File: src/design/ittf_pkg.sv
// ----------------------------------------------------------------------------
// ittf_pkg
// shared types, constants and the digit character function of the
// integer to text formatter
// ----------------------------------------------------------------------------
package ittf_pkg;

    localparam int DIGIT_DEPTH = 64;
    localparam int ADDR_W      = $clog2(DIGIT_DEPTH);
    localparam int CNT_W       = ADDR_W + 1;
    localparam int DATA_W      = 64;
    localparam int DIV_BITS    = 8;
    localparam int DIV_CYCLES  = DATA_W / DIV_BITS;
    localparam int STEP_W      = $clog2(DIV_CYCLES);

    localparam logic [5:0] MAX_FIELD = 6'd60;
    localparam logic [5:0] RADIX_MIN = 6'd2;
    localparam logic [5:0] RADIX_MAX = 6'd36;
    localparam logic [5:0] RADIX_OCT = 6'd8;
    localparam logic [5:0] RADIX_HEX = 6'd16;
    localparam logic [5:0] DEC_DIGITS = 6'd10;

    localparam logic [7:0] CH_NUL   = 8'h00;
    localparam logic [7:0] CH_SPACE = 8'h20;
    localparam logic [7:0] CH_PLUS  = 8'h2b;
    localparam logic [7:0] CH_MINUS = 8'h2d;
    localparam logic [7:0] CH_ZERO  = 8'h30;
    localparam logic [7:0] CH_A_UP  = 8'h41;
    localparam logic [7:0] CH_X_UP  = 8'h58;
    localparam logic [7:0] CH_A_LO  = 8'h61;
    localparam logic [7:0] CH_X_LO  = 8'h78;

    typedef struct packed {
        logic              we;
        logic [ADDR_W-1:0] addr;
        logic [5:0]        digit;
    } digit_wr_t;

    typedef struct packed {
        logic             done;
        logic [CNT_W-1:0] count;
    } div_status_t;

    typedef struct packed {
        logic       bad;
        logic [5:0] width;
        logic [5:0] prec;
        logic       zpad;
        logic       left;
        logic [7:0] sign_ch;
        logic       sign_len;
        logic [1:0] alt_len;
        logic       upper;
    } fmt_cfg_t;

    function automatic logic [7:0] digit_char(input logic [5:0] d, input logic upper);
        logic [7:0] ch;
        if (d < DEC_DIGITS)
        begin
            ch = CH_ZERO + {2'b00, d};
        end
        else
        begin
            ch = (upper ? CH_A_UP : CH_A_LO) + {2'b00, d} - {2'b00, DEC_DIGITS};
        end
        return ch;
    endfunction

endpackage

File: src/design/ittf_divider.sv
// ----------------------------------------------------------------------------
// ittf_divider
// iterative radix divider, eight restoring steps per cycle, one digit
// (remainder) written to the digit store after each full pass over the dividend
// ----------------------------------------------------------------------------
module ittf_divider
    import ittf_pkg::*;
(
    input  logic              clk,
    input  logic              rst_n,
    input  logic              start,
    input  logic [DATA_W-1:0] dividend,
    input  logic [5:0]        radix,
    output digit_wr_t         wr,
    output div_status_t       status
);

    typedef enum logic [1:0] {
        D_IDLE = 2'b01,
        D_RUN  = 2'b10
    } div_state_t;

    div_state_t        state_reg;
    logic [STEP_W-1:0] step_reg;
    logic [CNT_W-1:0]  cnt_reg;
    logic              done_reg;
    logic [DATA_W-1:0] dvd_reg;
    logic [5:0]        rem_reg;
    logic [5:0]        radix_reg;

    logic [6:0]        rem_tmp;
    logic [DATA_W-1:0] dvd_tmp;
    logic              digit_last;
    logic              finish;

    always_comb
    begin
        rem_tmp = {1'b0, rem_reg};
        dvd_tmp = dvd_reg;
        for (int i = 0; i < DIV_BITS; i++)
        begin
            rem_tmp = {rem_tmp[5:0], dvd_tmp[DATA_W-1]};
            dvd_tmp = {dvd_tmp[DATA_W-2:0], 1'b0};
            if (rem_tmp >= {1'b0, radix_reg})
            begin
                rem_tmp    = rem_tmp - {1'b0, radix_reg};
                dvd_tmp[0] = 1'b1;
            end
        end
    end

    assign digit_last = (step_reg == STEP_W'(DIV_CYCLES - 1));
    assign wr.we      = (state_reg == D_RUN) && digit_last;
    assign wr.addr    = cnt_reg[ADDR_W-1:0];
    assign wr.digit   = rem_tmp[5:0];
    assign finish     = wr.we && ((dvd_tmp == '0) || (cnt_reg == CNT_W'(DIGIT_DEPTH - 1)));

    assign status.done  = done_reg;
    assign status.count = cnt_reg;

    always_ff @(posedge clk or negedge rst_n)
    begin
        if (!rst_n)
        begin
            state_reg <= D_IDLE;
            step_reg  <= '0;
            cnt_reg   <= '0;
            done_reg  <= 1'b0;
        end
        else
        begin
            done_reg <= 1'b0;
            unique case (state_reg)
                D_IDLE:
                begin
                    if (start)
                    begin
                        step_reg  <= '0;
                        cnt_reg   <= '0;
                        state_reg <= D_RUN;
                    end
                end
                D_RUN:
                begin
                    step_reg <= digit_last ? '0 : step_reg + 1'b1;
                    if (digit_last)
                    begin
                        cnt_reg <= cnt_reg + 1'b1;
                    end
                    if (finish)
                    begin
                        state_reg <= D_IDLE;
                        done_reg  <= 1'b1;
                    end
                end
                default:
                begin
                    state_reg <= D_IDLE;
                end
            endcase
        end
    end

    always_ff @(posedge clk)
    begin
        if ((state_reg == D_IDLE) && start)
        begin
            dvd_reg   <= dividend;
            rem_reg   <= '0;
            radix_reg <= radix;
        end
        else if (state_reg == D_RUN)
        begin
            dvd_reg <= dvd_tmp;
            rem_reg <= digit_last ? '0 : rem_tmp[5:0];
        end
    end

    a_rem_below_radix: assert property (@(posedge clk) disable iff (!rst_n)
        (state_reg == D_RUN) |-> (rem_reg < radix_reg))
        else $error("remainder not below radix");

    a_done_has_digits: assert property (@(posedge clk) disable iff (!rst_n)
        status.done |-> (status.count != '0))
        else $error("division finished with no digits");

endmodule

File: src/design/ittf_emitter.sv
// ----------------------------------------------------------------------------
// ittf_emitter
// digit store, field layout and character sequencer with the output
// word register
// ----------------------------------------------------------------------------
module ittf_emitter
    import ittf_pkg::*;
(
    input  logic             clk,
    input  logic             rst_n,
    input  digit_wr_t        wr,
    input  logic             start,
    input  fmt_cfg_t         cfg,
    input  logic [CNT_W-1:0] dcount,
    input  logic             out_stall,
    output logic             out_valid,
    output logic [7:0]       out_char,
    output logic             last,
    output logic             bad_radix,
    output logic             truncated,
    output logic             done
);

    typedef enum logic [2:0] {
        E_IDLE  = 3'b001,
        E_SETUP = 3'b010,
        E_EMIT  = 3'b100
    } emit_state_t;

    emit_state_t       state_reg;
    fmt_cfg_t          cfg_reg;
    logic [CNT_W-1:0]  dc_reg;
    logic [CNT_W-1:0]  b1_reg, b2_reg, b3_reg, b5_reg, b6_reg, total_reg;
    logic [CNT_W-1:0]  pos_reg;
    logic [ADDR_W-1:0] dig_idx_reg;
    logic [ADDR_W-1:0] dig_idx_next;
    logic [5:0]        rd_data_reg;
    logic [5:0]        mem [DIGIT_DEPTH];

    logic              out_valid_reg;
    logic [7:0]        out_char_reg;
    logic              last_reg;
    logic              bad_reg;
    logic              trunc_reg;

    logic [CNT_W-1:0]  prec_eff, fixed, pad, lead, zp, trail;
    logic [CNT_W-1:0]  b1_n, b2_n, b3_n, b5_n, b6_n, total_n;
    logic [7:0]        ch;
    logic              in_digits;
    logic              load;
    logic              is_last;
    logic              is_trunc;

    // field layout
    always_comb
    begin
        prec_eff = ({1'b0, cfg_reg.prec} > dc_reg) ? {1'b0, cfg_reg.prec} : dc_reg;
        fixed    = CNT_W'(cfg_reg.sign_len) + CNT_W'(cfg_reg.alt_len) + prec_eff;
        pad      = ({1'b0, cfg_reg.width} > fixed) ? {1'b0, cfg_reg.width} - fixed : '0;
        lead     = (!cfg_reg.zpad && !cfg_reg.left) ? pad : '0;
        zp       = cfg_reg.zpad ? pad : '0;
        trail    = cfg_reg.left ? pad : '0;
        b1_n     = lead;
        b2_n     = b1_n + CNT_W'(cfg_reg.sign_len);
        b3_n     = b2_n + CNT_W'(cfg_reg.alt_len);
        b5_n     = b3_n + zp + (prec_eff - dc_reg);
        b6_n     = b5_n + dc_reg;
        total_n  = cfg_reg.bad ? CNT_W'(1) : b6_n + trail;
    end

    // character at the current position
    always_comb
    begin
        in_digits = (pos_reg >= b5_reg) && (pos_reg < b6_reg);
        if (cfg_reg.bad)
        begin
            ch = CH_NUL;
        end
        else if (pos_reg < b1_reg)
        begin
            ch = CH_SPACE;
        end
        else if (pos_reg < b2_reg)
        begin
            ch = cfg_reg.sign_ch;
        end
        else if (pos_reg < b3_reg)
        begin
            ch = (pos_reg == b2_reg) ? CH_ZERO : (cfg_reg.upper ? CH_X_UP : CH_X_LO);
        end
        else if (pos_reg < b5_reg)
        begin
            ch = CH_ZERO;
        end
        else if (in_digits)
        begin
            ch = digit_char(rd_data_reg, cfg_reg.upper);
        end
        else
        begin
            ch = CH_SPACE;
        end
    end

    assign load     = (state_reg == E_EMIT) && (!out_valid_reg || !out_stall);
    assign is_last  = cfg_reg.bad || (pos_reg == total_reg - 1'b1)
                      || (pos_reg == CNT_W'(DIGIT_DEPTH - 1));
    assign is_trunc = !cfg_reg.bad && (pos_reg == CNT_W'(DIGIT_DEPTH - 1))
                      && (total_reg > CNT_W'(DIGIT_DEPTH));
    assign done     = load && is_last;

    always_comb
    begin
        dig_idx_next = dig_idx_reg;
        if (state_reg == E_SETUP)
        begin
            dig_idx_next = ADDR_W'(dc_reg - 1'b1);
        end
        else if (load && in_digits)
        begin
            dig_idx_next = dig_idx_reg - 1'b1;
        end
    end

    always_ff @(posedge clk)
    begin
        if (wr.we)
        begin
            mem[wr.addr] <= wr.digit;
        end
        rd_data_reg <= mem[dig_idx_next];
    end

    always_ff @(posedge clk or negedge rst_n)
    begin
        if (!rst_n)
        begin
            state_reg     <= E_IDLE;
            pos_reg       <= '0;
            out_valid_reg <= 1'b0;
        end
        else
        begin
            if (load)
            begin
                out_valid_reg <= 1'b1;
            end
            else if (!out_stall)
            begin
                out_valid_reg <= 1'b0;
            end
            unique case (state_reg)
                E_IDLE:
                begin
                    if (start)
                    begin
                        state_reg <= E_SETUP;
                    end
                end
                E_SETUP:
                begin
                    pos_reg   <= '0;
                    state_reg <= E_EMIT;
                end
                E_EMIT:
                begin
                    if (load)
                    begin
                        pos_reg <= pos_reg + 1'b1;
                        if (is_last)
                        begin
                            state_reg <= E_IDLE;
                        end
                    end
                end
                default:
                begin
                    state_reg <= E_IDLE;
                end
            endcase
        end
    end

    always_ff @(posedge clk)
    begin
        if ((state_reg == E_IDLE) && start)
        begin
            cfg_reg <= cfg;
            dc_reg  <= dcount;
        end
        if (state_reg == E_SETUP)
        begin
            b1_reg    <= b1_n;
            b2_reg    <= b2_n;
            b3_reg    <= b3_n;
            b5_reg    <= b5_n;
            b6_reg    <= b6_n;
            total_reg <= total_n;
        end
        dig_idx_reg <= dig_idx_next;
        if (load)
        begin
            out_char_reg <= ch;
            last_reg     <= is_last;
            bad_reg      <= cfg_reg.bad;
            trunc_reg    <= is_trunc;
        end
    end

    assign out_valid = out_valid_reg;
    assign out_char  = out_char_reg;
    assign last      = last_reg;
    assign bad_radix = bad_reg;
    assign truncated = trunc_reg;

    a_trunc_on_last: assert property (@(posedge clk) disable iff (!rst_n)
        (out_valid && truncated) |-> last)
        else $error("truncated word not marked last");

    a_pos_in_run: assert property (@(posedge clk) disable iff (!rst_n)
        (state_reg == E_EMIT) |-> (pos_reg < total_reg))
        else $error("position ran past end of run");

endmodule

File: src/design/integer_to_text_formatter_unit.sv
// ----------------------------------------------------------------------------
// integer_to_text_formatter_unit
// formats one 64-bit integer per input word into ascii output words
// each word: the divider produces D digits (1 to 64) at 8 quotient bits per cycle,
//   then N characters (1 to 64) are emitted at one character a cycle with no output
//   stalls; no new input word is accepted while a word is being divided or emitted
// bad radix: a single error character marked last, and the divider is not started
// reset: asynchronous active low, clears control state; digit store not cleared
// ----------------------------------------------------------------------------
module integer_to_text_formatter_unit
    import ittf_pkg::*;
(
    input  logic              clk,
    input  logic              rst_n,
    input  logic              in_valid,
    output logic              in_stall,
    input  logic [DATA_W-1:0] value,
    input  logic [5:0]        radix,
    input  logic [5:0]        min_width,
    input  logic [5:0]        min_digits,
    input  logic              zero_pad,
    input  logic              is_signed,
    input  logic              force_plus,
    input  logic              space_sign,
    input  logic              left_justify,
    input  logic              alt_form,
    input  logic              upper_case,
    output logic              out_valid,
    input  logic              out_stall,
    output logic [7:0]        out_char,
    output logic              last,
    output logic              bad_radix,
    output logic              truncated
);

    typedef enum logic [2:0] {
        T_IDLE   = 3'b001,
        T_DIVIDE = 3'b010,
        T_EMIT   = 3'b100
    } top_state_t;

    top_state_t        state_reg;
    fmt_cfg_t          cfg_reg;
    fmt_cfg_t          cfg_next;
    logic [DATA_W-1:0] mag;
    logic              neg;
    logic              accept;
    logic              div_start;
    logic              em_start;
    logic              em_done;
    digit_wr_t         dig_wr;
    div_status_t       dv_status;

    assign in_stall = (state_reg != T_IDLE);
    assign accept   = in_valid && !in_stall;

    always_comb
    begin
        neg              = is_signed && value[DATA_W-1];
        mag              = neg ? (DATA_W'(0) - value) : value;
        cfg_next.bad     = (radix < RADIX_MIN) || (radix > RADIX_MAX);
        cfg_next.width   = (min_width > MAX_FIELD) ? MAX_FIELD : min_width;
        cfg_next.prec    = (min_digits > MAX_FIELD) ? MAX_FIELD : min_digits;
        cfg_next.left    = left_justify;
        cfg_next.zpad    = zero_pad && !left_justify;
        cfg_next.upper   = upper_case;
        cfg_next.sign_len = 1'b1;
        if (neg)
        begin
            cfg_next.sign_ch = CH_MINUS;
        end
        else if (is_signed && force_plus)
        begin
            cfg_next.sign_ch = CH_PLUS;
        end
        else if (is_signed && space_sign)
        begin
            cfg_next.sign_ch = CH_SPACE;
        end
        else
        begin
            cfg_next.sign_ch  = CH_NUL;
            cfg_next.sign_len = 1'b0;
        end
        if (alt_form && (radix == RADIX_HEX))
        begin
            cfg_next.alt_len = 2'd2;
        end
        else if (alt_form && (radix == RADIX_OCT))
        begin
            cfg_next.alt_len = 2'd1;
        end
        else
        begin
            cfg_next.alt_len = 2'd0;
        end
    end

    assign div_start = accept && !cfg_next.bad;
    assign em_start  = (state_reg == T_DIVIDE) && (cfg_reg.bad || dv_status.done);

    always_ff @(posedge clk or negedge rst_n)
    begin
        if (!rst_n)
        begin
            state_reg <= T_IDLE;
        end
        else
        begin
            unique case (state_reg)
                T_IDLE:
                begin
                    if (accept)
                    begin
                        state_reg <= T_DIVIDE;
                    end
                end
                T_DIVIDE:
                begin
                    if (em_start)
                    begin
                        state_reg <= T_EMIT;
                    end
                end
                T_EMIT:
                begin
                    if (em_done)
                    begin
                        state_reg <= T_IDLE;
                    end
                end
                default:
                begin
                    state_reg <= T_IDLE;
                end
            endcase
        end
    end

    always_ff @(posedge clk)
    begin
        if (accept)
        begin
            cfg_reg <= cfg_next;
        end
    end

    ittf_divider u_divider (
        .clk      (clk),
        .rst_n    (rst_n),
        .start    (div_start),
        .dividend (mag),
        .radix    (radix),
        .wr       (dig_wr),
        .status   (dv_status)
    );

    ittf_emitter u_emitter (
        .clk       (clk),
        .rst_n     (rst_n),
        .wr        (dig_wr),
        .start     (em_start),
        .cfg       (cfg_reg),
        .dcount    (dv_status.count),
        .out_stall (out_stall),
        .out_valid (out_valid),
        .out_char  (out_char),
        .last      (last),
        .bad_radix (bad_radix),
        .truncated (truncated),
        .done      (em_done)
    );

    a_div_done_in_divide: assert property (@(posedge clk) disable iff (!rst_n)
        dv_status.done |-> (state_reg == T_DIVIDE))
        else $error("divider finished outside divide state");

    a_emit_done_in_emit: assert property (@(posedge clk) disable iff (!rst_n)
        em_done |-> (state_reg == T_EMIT))
        else $error("emitter finished outside emit state");

    a_bad_word_form: assert property (@(posedge clk) disable iff (!rst_n)
        (out_valid && bad_radix) |-> (last && (out_char == CH_NUL)))
        else $error("malformed bad radix word");

endmodule

File: config.mk
export PLATFORM = sky130hd
export DESIGN_NAME = integer_to_text_formatter_unit
export DESIGN_NICKNAME = d
export VERILOG_FILES = /design/src/design/ittf_pkg.sv /design/src/design/ittf_divider.sv /design/src/design/ittf_emitter.sv /design/src/design/integer_to_text_formatter_unit.sv
export SDC_FILE = /design/constraint.sdc
export NUM_CORES = 1
export LEC_CHECK = 0
export BUFFER_PORTS_ARGS = -buffer_cell sky130_fd_sc_hd__buf_2
export CORE_ASPECT_RATIO = 1.2
export CORE_MARGIN = 2
export CORE_UTILIZATION = 36
export DETAILED_ROUTE_END_ITERATION = 10
export GPL_TIMING_DRIVEN = 0
export SLEW_MARGIN = 15
export SYNTH_ARGS = -nofsm -noshare
export SYNTH_HDL_FRONTEND = slang
export SYNTH_SLANG_ARGS = --single-unit
File: constraint.sdc
create_clock -name clk -period 24.6 [get_ports clk]
set_clock_uncertainty 0.1 [all_clocks]
set_input_delay 1.23 -clock clk [delete_from_list [all_inputs] [get_ports clk]]
set_output_delay 1.23 -clock clk [all_outputs]
set_load 0.03 [all_outputs]
Word-level counts from Yosys, hierarchy flattened --
Memories as Yosys holds them, arrays and structs flattened. A register that Yosys moved wholly into a read port is not among the register bits. Index checks and enable logic that the tools add are counted.
Cells by class: reductions and logical operators 46, eq/ne operators 26, multiplexer cells 65, $lt $le $gt $ge 22, add/sub/neg operators 28
Operators by type and width (number):
- 64-bit 2-to-1 mux | 3
- 6-bit 2-to-1 mux | 15
- 64-bit logical NOT | 1
- 1-bit by 64-bit subtractor with 64-bit output (first input constant) | 1
- 7-bit by 6-bit >= comparator with 1-bit output | 8
- 7-bit 2-to-1 mux | 8
- 8-bit 2-to-1 mux | 6
- 6-bit subtractor | 8
- 7-bit adder | 5
- 7-bit less-than comparator | 5
- 7-bit case mux with 2 select lines | 2
- 3-bit 2-to-1 mux | 9
- 1-bit logical AND | 20
- 6-bit > comparator (second input constant) | 3
- 3-bit case mux with 3 select lines | 2
- 1-bit 2-to-1 mux | 16
- 2-bit by 1-bit != test with 1-bit output (second input constant) | 8
- 7-bit by 1-bit adder with 7-bit output (second input constant) | 2
- 7-bit by 6-bit == test with 1-bit output (second input constant) | 2
- 7-bit == test | 2
- 6-bit by 7-bit > comparator with 1-bit output | 2
- 6-bit by 1-bit subtractor with 6-bit output (second input constant) | 2
- 3-bit == test (second input constant) | 3
- 3-bit AND reduction | 3
- 30 further kinds | 51
Storage, ports and cells: RAM bits 384, memories kept 1, bits in registers 219, word-level logic and storage cells 231
Memories:
- u_emitter.mem | words 64, width 6, read ports 1, clocked after memory_dff 1, write ports 1, RTL line ittf_emitter.sv:38 | logic [5:0] mem [DIGIT_DEPTH];

Depth between registers and ports, before layout --
Gate-level depths: netlist of run 1.
word-level depth 21, gate-level depth with buffers 79, gate-level depth less buffers 75

Modules after synthesis --
Synthesis of run 1 repeated with hierarchy kept, for this count alone.
Unflattened totals: cells, all modules 2779, area total of the unflattened synthesis 32200.9 µm²
By module, submodules not included:
- ittf_emitter | sequential area each 14660.3 µm², cells an instance 1748, times used 1, area an instance 22997.1 µm²
- ittf_divider | sequential area each 2548.7 µm², cells an instance 741, times used 1, area an instance 6749.0 µm²
- integer_to_text_formatter_unit | sequential area each 737.0 µm², cells an instance 290, times used 1, area an instance 2454.9 µm²

Worst setup path before layout of run 1 --
Ideal clock, no wire load.
path kind reg2reg, start reg u_divider.radix_reg[1], end mem u_emitter.mem[0][4] (data pin), setup slack 5.919 ns, data arrival time 17.869 ns, data required time 23.788 ns, buffers on the path 4, cell stages (with the launch flop) 76, clock period less this slack 18.681 ns, cells stage by stage edfxtp_1 -> inv_1 -> ha_1 -> a21o_1 -> a31oi_1 -> o21a_1 -> buf_2 -> mux2_2 -> inv_1 -> ha_1 -> nor2b_1 -> o31a_1 -> o31ai_2 -> o2111ai_4 -> clkbuf_1 -> o21a_1 -> ha_1 -> nor2b_1 -> [... 40 more ...] -> nand2b_1 -> a21o_1 -> a21oi_1 -> o21ai_0 -> a21oi_1 -> o21ai_0 -> a21oi_2 -> mux2_2 -> inv_1 -> ha_1 -> a21oi_1 -> o21ai_0 -> and2_1 -> o21a_1 -> nor2_1 -> o21ai_0 -> a211oi_4 -> o21ai_0
RTL lines:
- from (decl) | RTL line ittf_divider.sv:29 | logic [5:0] radix_reg;
- from (signal assigned) | RTL line ittf_divider.sv:110 | radix_reg <= radix;
- to (decl) | RTL line ittf_emitter.sv:38

==> results.sh, run 1 <==
export IMPL_hold_end="u_emitter.cfg_reg[9]"
export IMPL_worst_slew_pin_slew_ns=1.063
export IMPL_finalHoldViolCount=0
export IMPL_seqCellArea_um2=17800
export IMPL_clock_sinks=603
export IMPL_critPathLaunchType="flip-flop"
export IMPL_cts_htree_levels=2
export IMPL_crit_fanout=25
export IMPL_synth_top_family_by_area="simple AND/OR/NAND/NOR gates"
export IMPL_die_area_um2=88410
export IMPL_synth_xor_area_share_pct=4.201
export IMPL_multiInputGateArea_um2=12300
export IMPL_whs_path_depth=0
export IMPL_cap_violations=0
export IMPL_drive_gt1_share_pct=9.372
export IMPL_post_cts_setup_buffers=0
export IMPL_syn_instance_count=2648
export IMPL_hp_class="reg2reg"
export IMPL_fill_cells=8010
export IMPL_rsz0062_at_grt="no"
export IMPL_setup_ws_ns=3.656
export IMPL_synth_nets=2903
export IMPL_ctsHoldBuffers=0
export IMPL_clk_latency_ns=0.64
export IMPL_cp_arrival_ns=21.42
export IMPL_syn_area_per_cell_um2=11.70
export IMPL_final_util_pct=41.37
export IMPL_io_pins=106
export IMPL_synth_edf_count=558
export IMPL_ys_seq_area_share_pct=57.46
export IMPL_cp_common_cell="o21ai_0"
export IMPL_cts_tree="built"
export IMPL_chipWidth_um=271.8
export IMPL_grt_pass1_wl_mm=118.1
export IMPL_ys_ff_latch=603
export IMPL_syn_area_um2=30970
export IMPL_globalplace_congestion=0.8714
export IMPL_antennaDiodeCount=0
export IMPL_path_class="reg2reg"
export IMPL_final_common_cell="edfxtp_1"
export IMPL_critPathCaptureType="flip-flop"
export IMPL_drc_errors=0
export IMPL_min_from="cfg_reg[3]"
export IMPL_hold_slack_ns=0.3115
export IMPL_final_cell_mix="edfxtp_1, nand2_1, nor2_1, a21oi_1, mux2i_1"
export IMPL_status="finished clean"
export IMPL_synth_fa_ha_area_share_pct=7.175
export IMPL_drtIter0Drc=1307
export IMPL_grt_pass1_vias=20570
export IMPL_clk_path_buf_depth=3
export IMPL_synth_compound_area_share_pct=8.576
export IMPL_fin_nets=3085
export IMPL_synthSimpleGateAreaFrac_pct=12.80
export IMPL_slowest_delay_ns=0.93
export IMPL_rrSetupSlack_ns=3.66
export IMPL_netlist_cell_type_count=79
export IMPL_antenna_found_initial=0
export IMPL_grt_max_degree=66
export IMPL_via_per_inst=5.128
export IMPL_numPortBuffers=105
export IMPL_cts_resized=0
export IMPL_drt_first_pass_iters=6
export IMPL_die_height_um=325.3
export IMPL_finalCriticalPeriod_ns=20.94
export IMPL_vias=20570
export IMPL_maxSlewViolCount=0
export IMPL_reg2reg_depth=77
export IMPL_async_flop_share_pct=4.478
export IMPL_synthFlopType="edfxtp_1"
export IMPL_root_buffer="clkbuf_16"
export IMPL_min_period_over_period_pct=85.14
export IMPL_initial_core_util_pct=36.42
export IMPL_r2r_end="u_divider.rem_reg[1]"
export IMPL_cp_slowest_cell="a221oi_1"
export IMPL_r2r_start="u_divider.radix_reg[1]"
export IMPL_fmax_mhz=47.75
export IMPL_synth_yosys_warnings=0
export IMPL_relSlewSlack_pct=29.16
export IMPL_core_um2=85050
export IMPL_worst_endpoint_required_ns=25.08
export IMPL_area_growth_pct=13.61
export IMPL_placementRows=117
export IMPL_muxShareOfSynthArea_pct=6.775
export IMPL_setup_viol=0
export IMPL_final_antenna_net_count=0
export IMPL_path_clk_slew_ns=0.06
export IMPL_wirelength_mm=76.74
export IMPL_numCtsBuffers=60
export IMPL_grt_use_total_pct=17.17
export IMPL_post_drt_wl_per_cell_um=19.13
export IMPL_hpwl_mm=56.11
export IMPL_grt_overflow=0
export IMPL_largest_reg_flops=384
export IMPL_pre_cts_slack_ns=3.667
layer usage:
| metal | share of wire [%] | routed length, um | up-vias | global-route usage, % |
|---|---|---|---|---|
| met4 | 2.6 | 1957 | 0 | 5.017 |
| met2 | 51 | 39070 | 520 | 30.98 |
| met5 | 0 | 0 | - | 0 |
| met1 | 42 | 32330 | 9940 | 21.46 |
| li1 | - | - | 9989 | - |
| met3 | 4.4 | 3383 | 118 | 1.978 |
worst max path at each step:
| stage | end | slack [ns] | depth (start not counted) | startpoint |
|---|---|---|---|---|
| global route | u_divider.rem_reg[1] | 1.97 | 77 | u_divider.radix_reg[1] |
| floorplan | u_emitter.mem[0][4] | 5.92 | 75 | u_divider.radix_reg[1] |
| CTS | u_divider.rem_reg[1] | 3.59 | 77 | u_divider.radix_reg[1] |
| global placement | u_emitter.mem[57][4] | -1.77 | 75 | u_divider.radix_reg[1] |
| detailed placement | u_divider.rem_reg[1] | 3.67 | 77 | u_divider.radix_reg[1] |
| finish | u_divider.rem_reg[1] | 3.66 | 77 | u_divider.radix_reg[1] |
cell type report:
type	instances	area share, %
timing repair buffer	120	2.237
tap	1130	4.018
clock buffer	77	4.537
inverter	150	1.607
buffer	97	1.060
multi-input combinational	1798	34.96
clock inverter	36	1.013
sequential	603	50.57
synth_stat cells (all sizes together), types with 7 or more instances:
master | n | area (um^2)
a22o | 9 | 78.83
nor2b | 26 | 162.7
o31ai | 14 | 110.1
inv | 150 | 563.0
nor4 | 39 | 244.0
nor3 | 27 | 135.1
dfxtp | 18 | 360.4
fa | 26 | 520.5
nand2 | 281 | 1055
or2 | 7 | 43.79
ha | 136 | 1702
edfxtp | 558 | 16760
a21o | 33 | 247.7
buf | 10 | 45.04
dfrtp | 24 | 600.6
or3 | 14 | 87.58
a31oi | 11 | 68.82
and3 | 11 | 68.82
nand3 | 127 | 635.6
mux2i | 180 | 1805
nor2 | 243 | 912.1
nand3b | 10 | 75.07
clkbuf | 87 | 326.6
o21a | 17 | 127.6
a21oi | 181 | 909.6
xor2 | 73 | 639.4
nand2b | 22 | 137.6
mux2 | 26 | 292.8
nand4 | 14 | 87.58
and2 | 12 | 75.07
o21ai | 70 | 350.3
a211oi | 9 | 90.08
xnor2 | 73 | 639.4
o22ai | 26 | 162.7
kinds of logic after synthesis:
kind of cell,Yosys count
buffers and inverters,247
DFF,603
muxes,206
xor gates and xnor gates,147
and+or+nand+nor,862
adders and majority gates,162
AOI/OAI and AO/OA,421
through the flow:
stage	cell area (um^2)	std cells	TNS, ns
6_report	35190	4011	0
5_1_grt	35190	4011	0
4_1_cts	35190	4011	0
3_5_place_dp	33240	3898	0
3_3_place_gp	32910	3883	-175.36
2_1_floorplan	30970	2648	0
critical path: cells and delay by family, from the launching register on:
kind	cells	cell delay, ns
AND/OR/NAND/NOR	14	2.23
flip-flops	1	0.80
adder cells (fa/ha/maj)	8	2.05
buffers and inverters	11	2.19
AO/OA/AOI/OAI	37	10.08
multiplexers	7	3.36
Power of run 1 is left out: the tool's default activity adds up to more than one toggle a clock period on the data nets, which glitch-free logic cannot reach.
==> run 2: changes to the inputs <==
--- a/config.mk
+++ b/config.mk
@@ -7,7 +7,7 @@
 export LEC_CHECK = 0
 export BUFFER_PORTS_ARGS = -buffer_cell sky130_fd_sc_hd__buf_2
 export CORE_ASPECT_RATIO = 1.2
-export CORE_MARGIN = 2
+export CORE_MARGIN = 4
 export CORE_UTILIZATION = 36
 export DETAILED_ROUTE_END_ITERATION = 10
 export GPL_TIMING_DRIVEN = 0
==> constraint.sdc (replaced) <==
create_clock -name clk -period 20.5 [get_ports clk]
set_clock_uncertainty 0.1 [all_clocks]
set_input_delay 1.025 -clock clk [delete_from_list [all_inputs] [get_ports clk]]
set_output_delay 1.025 -clock clk [all_outputs]
set_load 0.03 [all_outputs]
==> run 2 against run 1 <==
Compared with the run above:
- final area rose by 0.93%
- global-route usage fell by 0.39 points
- count of clock-buffer cells in the layout grew 5
- sequential share of layout area shrank 0.47 points
- critical path depth decreased by 2
- die area up 2.7%
- non-clock buffer count rose by 14
- via count up 0.90%
- worst setup slack worse by 2.4 ns
- utilization grew 0.38 points
- fmax rose by 8.9%
- routed wire length grew 0.72%
==> results.sh, run 2 (synthesis gave the netlist of run 1 again) <==
export IMPL_fin_nets=3099
export IMPL_numCtsBuffers=60
export IMPL_root_buffer="clkbuf_16"
export IMPL_wirelength_mm=77.29
export IMPL_setup_tns_final_ns=0
export IMPL_hold_slack_ns=0.3174
export IMPL_status="finished clean"
export IMPL_area_growth_pct=14.67
export IMPL_final_antenna_net_count=0
export IMPL_initial_core_util_pct=36.42
export IMPL_path_clk_slew_ns=0.06
export IMPL_hp_class="reg2reg"
export IMPL_finalHoldViolCount=0
export IMPL_rsz0062_at_grt="no"
export IMPL_cp_slowest_cell="mux2_4"
export IMPL_drive_gt1_share_pct=10.40
export IMPL_clock_sinks=603
export IMPL_placementRows=117
export IMPL_worst_slew_pin_slew_ns=1.018
export IMPL_setup_ws_ns=1.264
export IMPL_hpwl_mm=56.44
export IMPL_chipWidth_um=275.8
export IMPL_grt_use_total_pct=16.78
export IMPL_pre_cts_slack_ns=-0.4856
export IMPL_path_class="reg2reg"
export IMPL_die_area_um2=90810
export IMPL_final_cell_mix="edfxtp_1, nand2_1, nor2_1, a21oi_1, mux2i_1"
export IMPL_largest_reg_flops=384
export IMPL_grt_max_degree=66
export IMPL_antenna_found_initial=0
export IMPL_post_drt_wl_per_cell_um=19.21
export IMPL_critPathLaunchType="flip-flop"
export IMPL_path_buf_inv=11
export IMPL_finalCriticalPeriod_ns=19.24
export IMPL_drtIter0Drc=1452
export IMPL_cts_tree="built"
export IMPL_clk_path_buf_depth=3
export IMPL_worst_endpoint_required_ns=20.71
export IMPL_grt_pass1_wl_mm=117.7
export IMPL_critPathCaptureType="flip-flop"
export IMPL_drt_first_pass_iters=5
export IMPL_fill_cells=7973
export IMPL_core_um2=85050
export IMPL_numPortBuffers=105
export IMPL_slowest_delay_ns=0.67
export IMPL_final_util_pct=41.76
export IMPL_die_height_um=329.3
export IMPL_relSlewSlack_pct=32.15
export IMPL_crit_fanout=65
export IMPL_clk_latency_ns=0.65
export IMPL_maxSlewViolCount=0
export IMPL_via_per_inst=5.157
export IMPL_final_common_cell="edfxtp_1"
export IMPL_setup_viol=0
export IMPL_cp_common_cell="o21ai_0"
export IMPL_globalplace_congestion=0.8500
export IMPL_cts_htree_levels=2
export IMPL_vias=20750
export IMPL_fmax_mhz=51.98
export IMPL_io_pins=106
export IMPL_antennaDiodeCount=0
export IMPL_cp_top_family="compound AO/OA/AOI/OAI gates"
export IMPL_drc_errors=0
export IMPL_grt_pass1_vias=20900
export IMPL_grt_overflow=0
export IMPL_cap_violations=0
export IMPL_ctsHoldBuffers=0
export IMPL_cp_arrival_ns=19.44
export IMPL_min_period_over_period_pct=93.84
[run 2: cell count changes in the layout (fill, tap and decap cells not counted), moves of 3 or more]
cell / previous run / this run
clkbuf_8: 1 / 10
clkbuf_16: 61 / 64
clkbuf_1: 102 / 95
buf_4: 3 / 15
clkinvlp_4: 2 / 6
clkinv_1: 12 / 3
clkinv_2: 14 / 10
[run 2: worst paths after layout]
path                                              from              endpoint  slack, ns  cells past startpoint
worst min register to register              cfg_reg[1]  u_emitter.cfg_reg[1]       0.32                      0
worst max register to register  u_divider.radix_reg[1]  u_emitter.mem[37][5]       1.26                     75
min in group asynchronous                        rst_n  u_emitter.pos_reg[1]       0.33                      1
worst max-delay path            u_divider.radix_reg[1]  u_emitter.mem[37][5]       1.26                     75
max in group asynchronous                        rst_n   u_emitter.out_valid      19.51                      1
worst min-delay path                        cfg_reg[1]  u_emitter.cfg_reg[1]       0.32                      0
[run 2: layout make-up]
| class | count | area, um^2 | share of cell area [%] |
|---|---|---|---|
| plain buffers | 97 | 372.9 | 1.050 |
| flip-flops and latches | 603 | 17800 | 50.11 |
| clock inverters | 30 | 309.0 | 0.8702 |
| repair buffers | 134 | 937.1 | 2.639 |
| multi-input cells | 1798 | 12350 | 34.78 |
| clock buffers | 82 | 1769 | 4.982 |
| inverters | 150 | 565.5 | 1.592 |
| well taps | 1130 | 1414 | 3.981 |
[run 2: stage by stage]
stage / cell area (um^2) / cells
6_report: 35520 / 4024
5_1_grt: 35520 / 4024
4_1_cts: 35420 / 4016
3_5_place_dp: 33240 / 3897
3_3_place_gp: 32910 / 3883
2_1_floorplan: 30970 / 2648
[run 2: layer usage]
metal,vias up,track usage [%],share of wire [%]
met3,165,2.572,5.3
met5,-,0,0
li1,10020,-,-
met2,591,29.55,50
met4,0,6.381,3.9
met1,9979,20.77,41
[run 2: repair_timing]
item | CTS | global route
gates resized for setup | 2 | 5
buffers inserted | 7 | 8
pin swaps | 1 | 1
endpoints found under the setup margin | 392 | 394
cloned | 0 | 0
Power of run 2 is left out for the same reason.
==> run 3: changes to the inputs <==
--- a/config.mk
+++ b/config.mk
@@ -8,9 +8,11 @@
 export BUFFER_PORTS_ARGS = -buffer_cell sky130_fd_sc_hd__buf_2
 export CORE_ASPECT_RATIO = 1.2
 export CORE_MARGIN = 4
-export CORE_UTILIZATION = 36
+export CORE_UTILIZATION = 63
+export CTS_CLUSTER_SIZE = 40
 export DETAILED_ROUTE_END_ITERATION = 10
 export GPL_TIMING_DRIVEN = 0
+export PLACE_DENSITY = 0.81
 export SLEW_MARGIN = 15
 export SYNTH_ARGS = -nofsm -noshare
 export SYNTH_HDL_FRONTEND = slang
==> run 3 against run 2 <==
Compared with the run above:
- routed wire length shrank 1.1%
- via count grew 4.8%
- final area shrank 2.6%
- global-route usage grew 12 points
- die area shrank 42%
- count of clock-buffer cells in the layout shrank 12
- register-to-register slack lost 0.19 ns
- non-clock buffer count shrank 1
- critical endpoint is now u_emitter.mem[44][1]
==> results.sh, run 3 (synthesis gave the netlist of run 1 again) <==
export IMPL_hpwl_mm=54.47
export IMPL_cts_htree_levels=2
export IMPL_chipWidth_um=210.4
export IMPL_cp_slowest_cell="edfxtp_1"
export IMPL_grt_overflow=0
export IMPL_setup_ws_ns=1.070
export IMPL_worst_slew_pin_slew_ns=0.9633
export IMPL_globalplace_congestion=0.9817
export IMPL_numPortBuffers=105
export IMPL_die_area_um2=52790
export IMPL_worstSetupStartpoint="u_divider.radix_reg[1]"
export IMPL_maxSlewViolCount=0
export IMPL_core_um2=48340
export IMPL_antenna_found_initial=0
export IMPL_die_height_um=250.9
export IMPL_pre_cts_slack_ns=0.1202
export IMPL_clk_latency_ns=0.63
export IMPL_clk_path_buf_depth=3
export IMPL_io_pins=106
export IMPL_finalCriticalPeriod_ns=19.43
export IMPL_numCtsBuffers=56
export IMPL_final_common_cell="edfxtp_1"
export IMPL_fin_nets=3094
export IMPL_min_period_over_period_pct=94.78
export IMPL_cp_common_cell="o21ai_0"
export IMPL_cts_tree="built"
export IMPL_final_cell_mix="edfxtp_1, nand2_1, nor2_1, a21oi_1, mux2i_1"
export IMPL_grt_pass1_vias=22150
export IMPL_setup_viol=0
export IMPL_root_buffer="clkbuf_16"
export IMPL_vias=21750
export IMPL_area_growth_pct=11.67
export IMPL_drc_errors=0
export IMPL_via_per_inst=6.185
export IMPL_post_drt_wl_per_cell_um=21.74
export IMPL_wirelength_mm=76.43
export IMPL_initial_core_util_pct=64.08
export IMPL_grt_max_degree=66
export IMPL_drive_gt1_share_pct=9.740
export IMPL_reg2reg_depth=80
export IMPL_crit_fanout=27
export IMPL_drtIter0Drc=2049
export IMPL_r2r_start="u_divider.radix_reg[1]"
export IMPL_relSlewSlack_pct=35.78
export IMPL_grt_use_total_pct=28.62
export IMPL_min_from="cfg_reg[3]"
export IMPL_hold_slack_ns=0.3092
export IMPL_path_clk_slew_ns=0.06
export IMPL_worst_endpoint_required_ns=20.89
export IMPL_critPathCaptureType="flip-flop"
export IMPL_cap_violations=0
export IMPL_grt_pass1_wl_mm=118.9
export IMPL_path_class="reg2reg"
export IMPL_whs_path_depth=0
export IMPL_slowest_delay_ns=0.54
export IMPL_finalHoldViolCount=0
export IMPL_placementRows=88
export IMPL_cp_arrival_ns=19.82
export IMPL_fmax_mhz=51.47
export IMPL_largest_reg_flops=384
export IMPL_status="finished clean"
export IMPL_final_antenna_net_count=0
export IMPL_critPathLaunchType="flip-flop"
export IMPL_clock_sinks=603
export IMPL_ctsHoldBuffers=0
export IMPL_hp_class="reg2reg"
export IMPL_drt_first_pass_iters=8
-- run 3: cell types whose count changed in the layout (fill, tap and decap cells not counted), moves of 2 or more --
cell	previous run	this run
clkinvlp_4	6	2
buf_16	8	6
buf_2	112	110
clkinv_16	0	2
clkbuf_16	64	56
clkinv_2	10	12
bufinv_16	4	6
clkinv_1	3	8
clkbuf_1	95	101
clkbuf_8	10	0
buf_4	15	18
-- run 3: layout make-up --
cell class / count / area (um^2)
Sequential cell: 603 / 17800
Clock buffer: 70 / 1454
Clock inverter: 34 / 377.9
Timing Repair Buffer: 133 / 898.4
Inverter: 150 / 565.5
Antenna cell: 1 / 2.502
Multi-Input combinational cell: 1798 / 12330
Tap cell: 630 / 788.3
Buffer: 97 / 372.9
Fill cell: 3242 / 13750
-- run 3: worst max-delay path, delay by kind of cell, from the launching register on --
family          cells  cell delay, ns
compound gates     36            8.86
fa+ha+maj           8            2.02
simple gates       14            2.25
flops               1            0.54
buf+inv            15            2.72
mux                 7            2.76
-- run 3: per-layer routing --
metal | GRT usage, % | part of all wire [%]
met1 | 35.73 | 38
met2 | 49.83 | 50
met3 | 4.618 | 7.5
met4 | 12.10 | 4.6
met5 | 0 | 0
-- run 3: final timing paths --
path	endpoint	slack, ns
max	u_emitter.mem[44][1]	1.07
min	u_emitter.cfg_reg[9]	0.31
max reg2reg	u_emitter.mem[44][1]	1.07
min reg2reg	u_emitter.cfg_reg[9]	0.31
max in group asynchronous	u_divider.cnt_reg[2]	19.53
min in group asynchronous	u_emitter.state_reg[1]	0.34
-- run 3: repair_timing --
item,4_1_cts,5_1_grt
pin swaps,0,2
resized for setup,1,3
buffers inserted,0,14
endpoints found under the setup margin,80,394
hold endpoints to repair,0,0
-- run 3: per-stage QoR --
step	utilization [%]	area, um^2	std cells	setup TNS [ns]
final	71.56	34590	3516	0
after floorplan	-	30970	2648	0
after detailed placement	67.45	32600	3397	0
after global routing	71.55	34590	3515	-2.608
after global placement	66.79	32290	3383	-765.51
after CTS	71.25	34440	3501	0
Power of run 3 is left out for the same reason.
